## config.mk

```make
export PLATFORM = sky130hd
export DESIGN_NAME = percent_decoder
export DESIGN_NICKNAME = d
export VERILOG_FILES = /design/src/design/pctd_pkg.sv /design/src/design/pctd_front.sv /design/src/design/pctd_fifo.sv /design/src/design/pctd_back.sv /design/src/design/percent_decoder.sv
export SDC_FILE = /design/constraint.sdc
export NUM_CORES = 1
export LEC_CHECK = 0
export BUFFER_PORTS_ARGS = -buffer_cell sky130_fd_sc_hd__buf_2
export CORE_UTILIZATION = 50
export DETAILED_ROUTE_END_ITERATION = 6
export PLACE_DENSITY = 0.77
export SETUP_SLACK_MARGIN = 0.02
export SYNTH_ARGS = -nofsm -noshare
export SYNTH_HDL_FRONTEND = slang
export SYNTH_SLANG_ARGS = --single-unit
```

## constraint.sdc

```tcl
create_clock -name aclk -period 3.48 [get_ports aclk]
set_input_delay 0.348 -clock aclk [delete_from_list [all_inputs] [get_ports aclk]]
set_output_delay 0.348 -clock aclk [all_outputs]
set_load 0.01 [all_outputs]
```

## src/design/pctd_pkg.sv

```systemverilog
// shared types, constants and hex helpers for the percent decoder
package pctd_pkg;

    localparam logic [7:0] PCT_CHAR   = 8'h25;
    localparam int         MAX_OUT    = 3;
    localparam int         QUEUE_DEPTH = 4;
    localparam int         QPTR_W     = $clog2(QUEUE_DEPTH);
    localparam int         QCNT_W     = $clog2(QUEUE_DEPTH + 1);
    localparam logic [3:0] HEX_ALPHA_BASE = 4'd10;

    // up to three decoded bytes produced by one input item
    typedef struct packed {
        logic [1:0]             cnt;
        logic                   last;
        logic [MAX_OUT-1:0][7:0] bytes;
    } pctd_bundle_t;

    typedef struct packed {
        logic         push;
        pctd_bundle_t bundle;
    } pctd_wr_t;

    typedef struct packed {
        logic idle;
    } pctd_front_stat_t;

    function automatic logic is_hex(input logic [7:0] c);
        return (c inside {[8'h30:8'h39], [8'h41:8'h46], [8'h61:8'h66]});
    endfunction

    function automatic logic [3:0] hex_val(input logic [7:0] c);
        logic [3:0] v;
        v = 4'd0;
        if (c inside {[8'h30:8'h39]}) begin
            v = c[3:0];
        end else if (c inside {[8'h41:8'h46], [8'h61:8'h66]}) begin
            // 'a'/'A' have low nibble 1
            v = c[3:0] - 4'd1 + HEX_ALPHA_BASE;
        end
        return v;
    endfunction

endpackage

```

## src/design/pctd_front.sv

```systemverilog
// front end: takes input items, tracks escape state, builds output bundles
module pctd_front import pctd_pkg::*; (
    input  logic             aclk,
    input  logic             aresetn,
    input  logic [7:0]       in_byte,
    input  logic             in_last,
    input  logic             in_fire,
    output pctd_wr_t         wr,
    output pctd_front_stat_t stat
);

    typedef enum logic [1:0] {
        PH_IDLE,
        PH_PCT,
        PH_DIGIT
    } phase_t;

    phase_t     phase_reg, phase_next;
    logic [7:0] held_reg, held_next;
    pctd_bundle_t bnd;
    logic       hex;

    assign hex = is_hex(in_byte);

    always_comb begin
        phase_next = phase_reg;
        held_next  = held_reg;
        bnd        = '0;
        bnd.last   = in_last;
        case (phase_reg)
            PH_PCT: begin
                if (hex) begin
                    if (in_last) begin
                        bnd.bytes[0] = PCT_CHAR;
                        bnd.bytes[1] = in_byte;
                        bnd.cnt      = 2'd2;
                        phase_next   = PH_IDLE;
                    end else begin
                        held_next  = in_byte;
                        phase_next = PH_DIGIT;
                    end
                end else begin
                    bnd.bytes[0] = PCT_CHAR;
                    if (in_byte == PCT_CHAR && !in_last) begin
                        bnd.cnt    = 2'd1;
                        phase_next = PH_PCT;
                    end else begin
                        bnd.bytes[1] = in_byte;
                        bnd.cnt      = 2'd2;
                        phase_next   = PH_IDLE;
                    end
                end
            end
            PH_DIGIT: begin
                if (hex) begin
                    bnd.bytes[0] = {hex_val(held_reg), hex_val(in_byte)};
                    bnd.cnt      = 2'd1;
                    phase_next   = PH_IDLE;
                end else begin
                    bnd.bytes[0] = PCT_CHAR;
                    bnd.bytes[1] = held_reg;
                    if (in_byte == PCT_CHAR && !in_last) begin
                        bnd.cnt    = 2'd2;
                        phase_next = PH_PCT;
                    end else begin
                        bnd.bytes[2] = in_byte;
                        bnd.cnt      = 2'd3;
                        phase_next   = PH_IDLE;
                    end
                end
            end
            default: begin
                if (in_byte == PCT_CHAR && !in_last) begin
                    phase_next = PH_PCT;
                end else begin
                    bnd.bytes[0] = in_byte;
                    bnd.cnt      = 2'd1;
                    phase_next   = PH_IDLE;
                end
            end
        endcase
    end

    always_ff @(posedge aclk) begin
        if (!aresetn) begin
            phase_reg <= PH_IDLE;
            held_reg  <= '0;
        end else if (in_fire) begin
            phase_reg <= phase_next;
            held_reg  <= held_next;
        end
    end

    // items that only open an escape leave nothing to queue
    assign wr.push   = in_fire && (bnd.cnt != 2'd0);
    assign wr.bundle = bnd;
    assign stat.idle = (phase_reg == PH_IDLE);

endmodule

```

## src/design/pctd_fifo.sv

```systemverilog
// short register queue of output bundles between front and back
module pctd_fifo import pctd_pkg::*; (
    input  logic              aclk,
    input  logic              aresetn,
    input  pctd_wr_t          wr,
    input  logic              rd_en,
    output logic              full,
    output logic              rd_valid,
    output pctd_bundle_t      rd_data,
    output logic [QCNT_W-1:0] count
);

    pctd_bundle_t      mem_reg [QUEUE_DEPTH];
    logic [QPTR_W-1:0] wptr_reg, rptr_reg;
    logic [QCNT_W-1:0] cnt_reg, cnt_next;
    logic              do_pop;

    assign full     = (cnt_reg == QCNT_W'(QUEUE_DEPTH));
    assign rd_valid = (cnt_reg != '0);
    assign rd_data  = mem_reg[rptr_reg];
    assign count    = cnt_reg;
    assign do_pop   = rd_en && rd_valid;

    always_comb begin
        cnt_next = cnt_reg;
        if (wr.push && !do_pop) begin
            cnt_next = cnt_reg + 1'b1;
        end else if (!wr.push && do_pop) begin
            cnt_next = cnt_reg - 1'b1;
        end
    end

    always_ff @(posedge aclk) begin
        if (wr.push) begin
            mem_reg[wptr_reg] <= wr.bundle;
        end
    end

    always_ff @(posedge aclk) begin
        if (!aresetn) begin
            wptr_reg <= '0;
            rptr_reg <= '0;
            cnt_reg  <= '0;
        end else begin
            if (wr.push) begin
                wptr_reg <= wptr_reg + 1'b1;
            end
            if (do_pop) begin
                rptr_reg <= rptr_reg + 1'b1;
            end
            cnt_reg <= cnt_next;
        end
    end

endmodule

```

## src/design/pctd_back.sv

```systemverilog
// back end: unpacks bundles into single output items behind a register
module pctd_back import pctd_pkg::*; (
    input  logic         aclk,
    input  logic         aresetn,
    input  logic         rd_valid,
    input  pctd_bundle_t rd_data,
    output logic         rd_en,
    output logic         m_tvalid,
    input  logic         m_tready,
    output logic [7:0]   m_tdata,
    output logic         m_tlast
);

    logic       valid_reg;
    logic [7:0] data_reg;
    logic       last_reg;
    logic [1:0] idx_reg, idx_next;
    logic       load, at_end;

    assign load   = rd_valid && (!valid_reg || m_tready);
    assign at_end = (idx_reg == rd_data.cnt - 2'd1);
    assign rd_en  = load && at_end;
    assign idx_next = at_end ? 2'd0 : idx_reg + 2'd1;

    always_ff @(posedge aclk) begin
        if (!aresetn) begin
            valid_reg <= 1'b0;
            idx_reg   <= '0;
        end else begin
            if (load) begin
                valid_reg <= 1'b1;
                idx_reg   <= idx_next;
            end else if (m_tready) begin
                valid_reg <= 1'b0;
            end
        end
    end

    always_ff @(posedge aclk) begin
        if (load) begin
            data_reg <= rd_data.bytes[idx_reg];
            last_reg <= rd_data.last && at_end;
        end
    end

    assign m_tvalid = valid_reg;
    assign m_tdata  = data_reg;
    assign m_tlast  = last_reg;

endmodule

```

## src/design/percent_decoder.sv

```systemverilog
// top level of the streaming url percent decoder
//
// input channel s_*: one raw byte per item in s_tdata, s_tlast on the final
// byte of a string. output channel m_*: one decoded byte per item in m_tdata,
// m_tlast on the final decoded byte of the string.
// an item with a valid %xx escape yields one output byte on its second digit;
// a broken or cut-off escape yields up to three bytes from one item.
// an accepted input item reaches the output through the bundle queue, then
// the output register. the input takes one item per cycle while the
// four-entry bundle queue has room; the output side moves one byte per cycle
// while m_tready is high, the pace being set by the output register.
// when m_tready is low the output register holds, the queue fills and
// s_tready drops once all four entries are occupied.
// reset (aresetn low, synchronous) empties the queue, clears the output
// valid flag and drops any partly received escape.
module percent_decoder import pctd_pkg::*; (
    input  logic       aclk,
    input  logic       aresetn,
    input  logic       s_tvalid,
    output logic       s_tready,
    input  logic [7:0] s_tdata,    // [7:0] in_byte
    input  logic       s_tlast,
    output logic       m_tvalid,
    input  logic       m_tready,
    output logic [7:0] m_tdata,    // [7:0] out_byte
    output logic       m_tlast
);

    pctd_wr_t          wr;
    pctd_front_stat_t  fstat;
    pctd_bundle_t      rd_data;
    logic              rd_valid, rd_en, full, s_fire;
    logic [QCNT_W-1:0] q_count;

    assign s_tready = !full;
    assign s_fire   = s_tvalid && s_tready;

    pctd_front u_front (
        .aclk    (aclk),
        .aresetn (aresetn),
        .in_byte (s_tdata),
        .in_last (s_tlast),
        .in_fire (s_fire),
        .wr      (wr),
        .stat    (fstat)
    );

    pctd_fifo u_fifo (
        .aclk     (aclk),
        .aresetn  (aresetn),
        .wr       (wr),
        .rd_en    (rd_en),
        .full     (full),
        .rd_valid (rd_valid),
        .rd_data  (rd_data),
        .count    (q_count)
    );

    pctd_back u_back (
        .aclk     (aclk),
        .aresetn  (aresetn),
        .rd_valid (rd_valid),
        .rd_data  (rd_data),
        .rd_en    (rd_en),
        .m_tvalid (m_tvalid),
        .m_tready (m_tready),
        .m_tdata  (m_tdata),
        .m_tlast  (m_tlast)
    );

    // end of string always leaves the escape tracker idle
    a_last_idle: assert property (@(posedge aclk) disable iff (!aresetn)
        s_fire && s_tlast |=> fstat.idle)
        else $error("escape state pending after last item");

    // the queue never takes a bundle when full
    a_no_overflow: assert property (@(posedge aclk) disable iff (!aresetn)
        wr.push |-> q_count < QCNT_W'(QUEUE_DEPTH))
        else $error("bundle queue overflow");

    // nothing is presented right after reset
    a_reset_quiet: assert property (@(posedge aclk)
        !aresetn |=> !m_tvalid && q_count == '0)
        else $error("output valid after reset");

    // queued bundles never carry zero bytes
    a_bundle_nonempty: assert property (@(posedge aclk) disable iff (!aresetn)
        rd_valid |-> rd_data.cnt != 2'd0)
        else $error("empty bundle in queue");

endmodule
```

Word-level counts from Yosys, hierarchy flattened
Memories as Yosys holds them, arrays and structs flattened. A register that Yosys moved wholly into a read port is not among the register bits.
Index checks and enable logic that the tools add are counted.
- RAM bits: 108
- memories kept: 1
- word-level logic and storage cells: 103
- flip-flop bits (word level): 29
- input bits: 13
- memory list (name ; words ; bits a word ; read ports ; clocked after Yosys merged registers in ; write ports ; line ; RTL):
    u_fifo.mem_reg ; 4 ; 27 ; 1 ; 1 ; 1 ; pctd_fifo.sv:13 ; pctd_bundle_t mem_reg [QUEUE_DEPTH];
- reductions and logical operators: 29
- $lt $le $gt $ge: 13
- add/sub/neg operators: 10
- mux-type cells: 35
- bitwise operators: 1
- equality and inequality tests: 5
- operators by type and width (kind ; count):
    $mux W16 ; 3
    $ge A8 B7 Y1 const B ; 4
    $le A8 B7 Y1 const B ; 4
    $mux W8 ; 4
    $pmux W8 S2 ; 2
    $mux W2 ; 10
    $bmux W8 S2 ; 1
    $ge A8 B6 Y1 const B ; 2
    $le A8 B6 Y1 const B ; 2
    $mux W4 ; 4
    $logic_and A1 B1 Y1 ; 15
    $reduce_bool A2 Y1 ; 5
    $add A4 B4 Y4 const B ; 2
    $eq A8 B6 Y1 const B ; 1
    $pmux W2 S2 ; 2
    $sub A4 B1 Y4 const B ; 2
    $mux W1 ; 7
    $add A2 B1 Y2 const B ; 3
    $mux W3 ; 2
    $reduce_bool A3 Y1 ; 2
    $logic_not A1 Y1 ; 5
    $reduce_and A4 Y1 ; 1
    $add A3 B1 Y3 const B ; 1
    $eq A3 B3 Y1 const B ; 1
    other kinds (8) ; 8

Depth between registers and ports, before layout
- depth after elaboration: 11
- gate-level depth with buffers: 13
- mapped depth without buffers: 12

Modules after synthesis
Synthesis repeated with hierarchy kept, for this count alone.
- cells, all modules: 396
- area, all modules: 6207.2 µm²
- modules (own cells, without submodules) (module ; seq. area each (µm²) ; area an instance (µm²) ; times used ; cells each):
    pctd_fifo ; 3423.3 ; 4420.5 ; 1 ; 184
    pctd_front ; 200.2 ; 1144.8 ; 1 ; 151
    pctd_back ; 330.3 ; 631.9 ; 1 ; 59
    percent_decoder ; 0.0 ; 10.0 ; 1 ; 2

Worst setup path before layout
Ideal clock, no wire load.
- path kind: input -> register
- start point: input s_tdata[6]
- end point: register u_fifo.cnt_reg[2] (netlist: u_fifo.count[2])
- stages: 11
- arrival: 2.926 ns
- path slack: 0.483 ns
- path through: or3b_1 -> or4_4 -> buf_6 -> mux2i_4 -> o21ba_2 -> ha_1 -> inv_1 -> fa_1 -> xor2_1 -> or3_1 -> a21oi_1
- RTL lines (item ; line ; RTL):
    start, declared ; percent_decoder.sv:21 ; input logic [7:0] s_tdata,
    end signal, assigned ; pctd_fifo.sv:51 ; cnt_reg <= cnt_next;
    end, declared ; pctd_fifo.sv:15 ; logic [QCNT_W-1:0] cnt_reg, cnt_next;

==> impl_metrics.csv <==
group,metric,value,unit
synthesis,synth-main-ff-cell,"edfxtp_1",
grt,grt_use_total,21.1,%
synthesis,ys_ff_latch,139,
layout,final_cells,592,
cts,clk_latency,0.41,ns
floorplanning,fp.dieH,113,microns
timing,period_needed,3.11,ns
run,drv_cap,0,
synthesis,synth_warnings,0,
synthesis,synth_area,6130,sq um
cts,path_clk_slew,0.06,ns
route,drtIter0Drc,225,
floorplanning,ioPinCount,24,
setup_path,crit_family,"adder cells",
layout,diodes,0,
setup_path,crit_path_cell_trace,"inv_1 -> ha_1 -> nor2b_1 -> o211a_1 -> o21ba_2 -> ha_1 -> inv_1 -> fa_1 -> xor2_1 -> or3_1 -> a21oi_1",
worst_hold_path,hold_path.class,"input port to flip-flop",
setup_path,critPathSlowestCell,"ha_1",
grt,antenna_found_initial,0,
floorplanning,num_rows,40,
placed_design,io_buffers,23,
timing,period_share,89.3,%
grt,gr-total-overflow,0,
placed_design,gp_congestion,0.894,
layout,drive_gt1_share,22.0,%
route,drt_pre_antenna_iters,4,
route,viasPerCell,5.99,
synthesis,netlist-cell-type-count,58,
setup_path,r2r_slack,0.37,ns
cts,post_cts_resized,0,
layout,largest_register_ffs,108,
timing,hold_viol,0,
cts,clock-sinks,139,
pwr,clockPowerShare,39.0,%
setup_path,cp_slowest_stage_delay,0.42,ns
grt,grt_pass1_wl,19400,microns
setup_path,worstSetupPathType,"flip-flop to flip-flop",
pwr,swShare,24.9,%
timing,fmax,0.322,GHz
floorplanning,dieArea,12700,sq um
pwr,power.total,5270,uW
route,route.detailed.drc,0,
layout,num-nets-final,461,
setup_path,crit_path_start_kind,"flip-flop",
floorplanning,die_w,113,microns
route,drt-total-wl,12300,microns
status,outcome,"completed",
setup_path,critical_path_arrival,3.44,ns
timing,tns,0,ns
floorplanning,core,12000,sq um
placed_design,dp_hpwl,7910,microns
pwr,p_int,3960,uW
cts,numCtsBuffers,17,
synthesis,synth.avg_cell_area,15.4,sq um
timing,relSlewSlack,45.5,%
setup_path,worst-path-buf-inv,2,
cts,postCtsSetupBuffers,0,
timing,setup_viol,0,
layout,nFillCells,879,
layout,seq_area,3960,sq um
synthesis,synth_edf_count,117,
cts,htree_levels,4,
pwr,power_switching,1310,uW
route,wl_per_cell,20.9,microns
timing,slew_violations,0,
grt,grt_pass1_vias,3611,
route,final_antenna_net_count,0,
placed_design,dp_cells,560,
pwr,p_leak,0.00254,uW
pwr,combPwrFrac,20.6,%
cts,postCtsHoldBufs,0,
timing,worstMarginPinSlew,0.817,ns
floorplanning,start_util,51.2,%
timing,rsz0062_at_grt,"false",
layout,area_growth,15.7,%
cts,cts_tree,"yes",
synthesis,syn_inst,398,
setup_path,critPathCaptureType,"flip-flop",
pwr,peakVddDrop,0.000334,V
setup_path,worstPathRequired,3.81,ns
pwr,p_per_area,743,nW/um^2
grt,grt_max_degree,28,
synthesis,async_flop_share,0,%
route,num_vias,3546,
cts,ctsLongestPathBuffers,2,
cts,clockRootBuffer,"clkbuf_16",
pwr,seqPwrFrac,40.4,%
synthesis,yosysSeqAreaShare,64.5,%
synthesis,syn_nets,427,
setup_path,crit_path_max_fanout,11,
timing,final.setup_skew,0.00350,ns
layout,multiInputGateArea,2000,sq um
## worst reg2reg max path: stages (launching register included)
cell	delay (ns)
dfxtp_1	0.35
inv_1	0.06
ha_1	0.42
nor2b_1	0.36
o211a_1	0.34
o21ba_2	0.23
ha_1	0.19
inv_1	0.07
fa_1	0.38
xor2_1	0.18
or3_1	0.31
a21oi_1	0.14
## layer usage
| metal | wire (microns) | global-route usage (%) |
|---|---|---|
| met1 | 5220 | 27.2 |
| met3 | 605 | 3.86 |
| met4 | 285 | 10.2 |
| met2 | 6240 | 34.6 |
| met5 | 0 | 0 |
## cell type report
cell class                      instances  area share, %
Multi-Input combinational cell        218           28.2
Clock buffer                           18           6.05
Sequential cell                       139           55.8
Clock inverter                         14           3.51
Tap cell                              147           2.59
Timing Repair Buffer                   32           2.58
Inverter                               24           1.27
## Yosys cell counts (2+ instances only)
cell type  number  share of area, %
edfxtp_1      117                57
o21bai_1        2              0.24
nor3_1          4              0.33
clkbuf_1        7              0.43
xor2_1          2              0.29
or3_1           2              0.20
a21o_1          3              0.37
or3b_1          2              0.29
inv_1          24               1.5
o211a_1         2              0.33
nor2b_1         3              0.31
a22o_1          8               1.1
nor3b_1         2              0.24
nand2_1        21               1.3
buf_2           6              0.49
nand3b_1        2              0.24
o21ai_0        12              0.98
o31ai_1         2              0.24
ha_1           15               3.1
xnor2_1         4              0.57
nand3_1        12              0.98
nand2b_1        5              0.51
a31oi_1         4              0.41
o22ai_1         9              0.92
nor2_1          8              0.49
buf_1           2              0.12
a211o_1         2              0.29
mux2i_1        12               2.0
dfxtp_1        22               7.2
a21oi_1        14               1.1
mux4_2         27               9.9
and2_1          5              0.51
nand4bb_1       2              0.37
and3_1         10               1.0
## through the flow
step	hold WS [ns]	setup WS [ns]	utilization, %	area (sq um)
after floorplan	0.431	0.483	-	6130
after global placement	0.453	0.298	53.6	6410
after detailed placement	0.463	0.212	53.6	6410
after CTS	0.192	0.381	59.3	7090
after global routing	0.217	0.215	59.3	7090
final	0.204	0.371	59.3	7090
## path summary, 6_finish.rpt
check / cells past startpoint / to / startpoint
hold reg to reg: 2 / u_back.m_tvalid / u_back.m_tvalid
setup reg to reg: 11 / u_fifo.count[2] / u_front.phase_reg[0]
setup / recovery: 11 / u_fifo.count[2] / u_front.phase_reg[0]
hold / removal: 4 / u_back.m_tvalid / m_tready
## power by group through the flow
stage / clock, uW / combinational [uW] / sequential (uW)
2_1_floorplan: 0 / 752 / 2180
3_3_place_gp: 0 / 1070 / 2150
3_5_place_dp: 0 / 1090 / 2160
4_1_cts: 2070 / 1110 / 2130
5_1_grt: 2150 / 1200 / 2150
6_report: 2050 / 1090 / 2130
## kinds of logic (layout without fill, tap and decap cells)
| logic type | after synthesis | in the layout | synth area share, % |
|---|---|---|---|
| and+or+nand+nor | 87 | 87 | 8.21 |
| AOI/OAI and AO/OA | 68 | 68 | 7.80 |
| muxes | 41 | 41 | 12.4 |
| buffers and inverters | 41 | 88 | 2.82 |
| xor gates and xnor gates | 6 | 6 | 0.857 |
| adders and majority gates | 16 | 16 | 3.39 |
| DFF | 139 | 139 | 64.5 |
## cell usage in the layout (no fill, tap or decap), types with 5 or more instances in the layout
cell         n
nand2b_1     5
nand3_1     12
ha_1        15
bufinv_16    7
a22o_1       8
buf_2       23
dfxtp_1     21
o21ai_0     12
a21oi_1     14
nor2_1       8
o22ai_1      9
inv_1       24
nand2_1     21
and3_1      10
clkbuf_16   17
mux4_2      27
and2_1       5
buf_4        9
edfxtp_1   117
mux2i_1     12
Note: power is estimated with default switching activity, not from simulation.
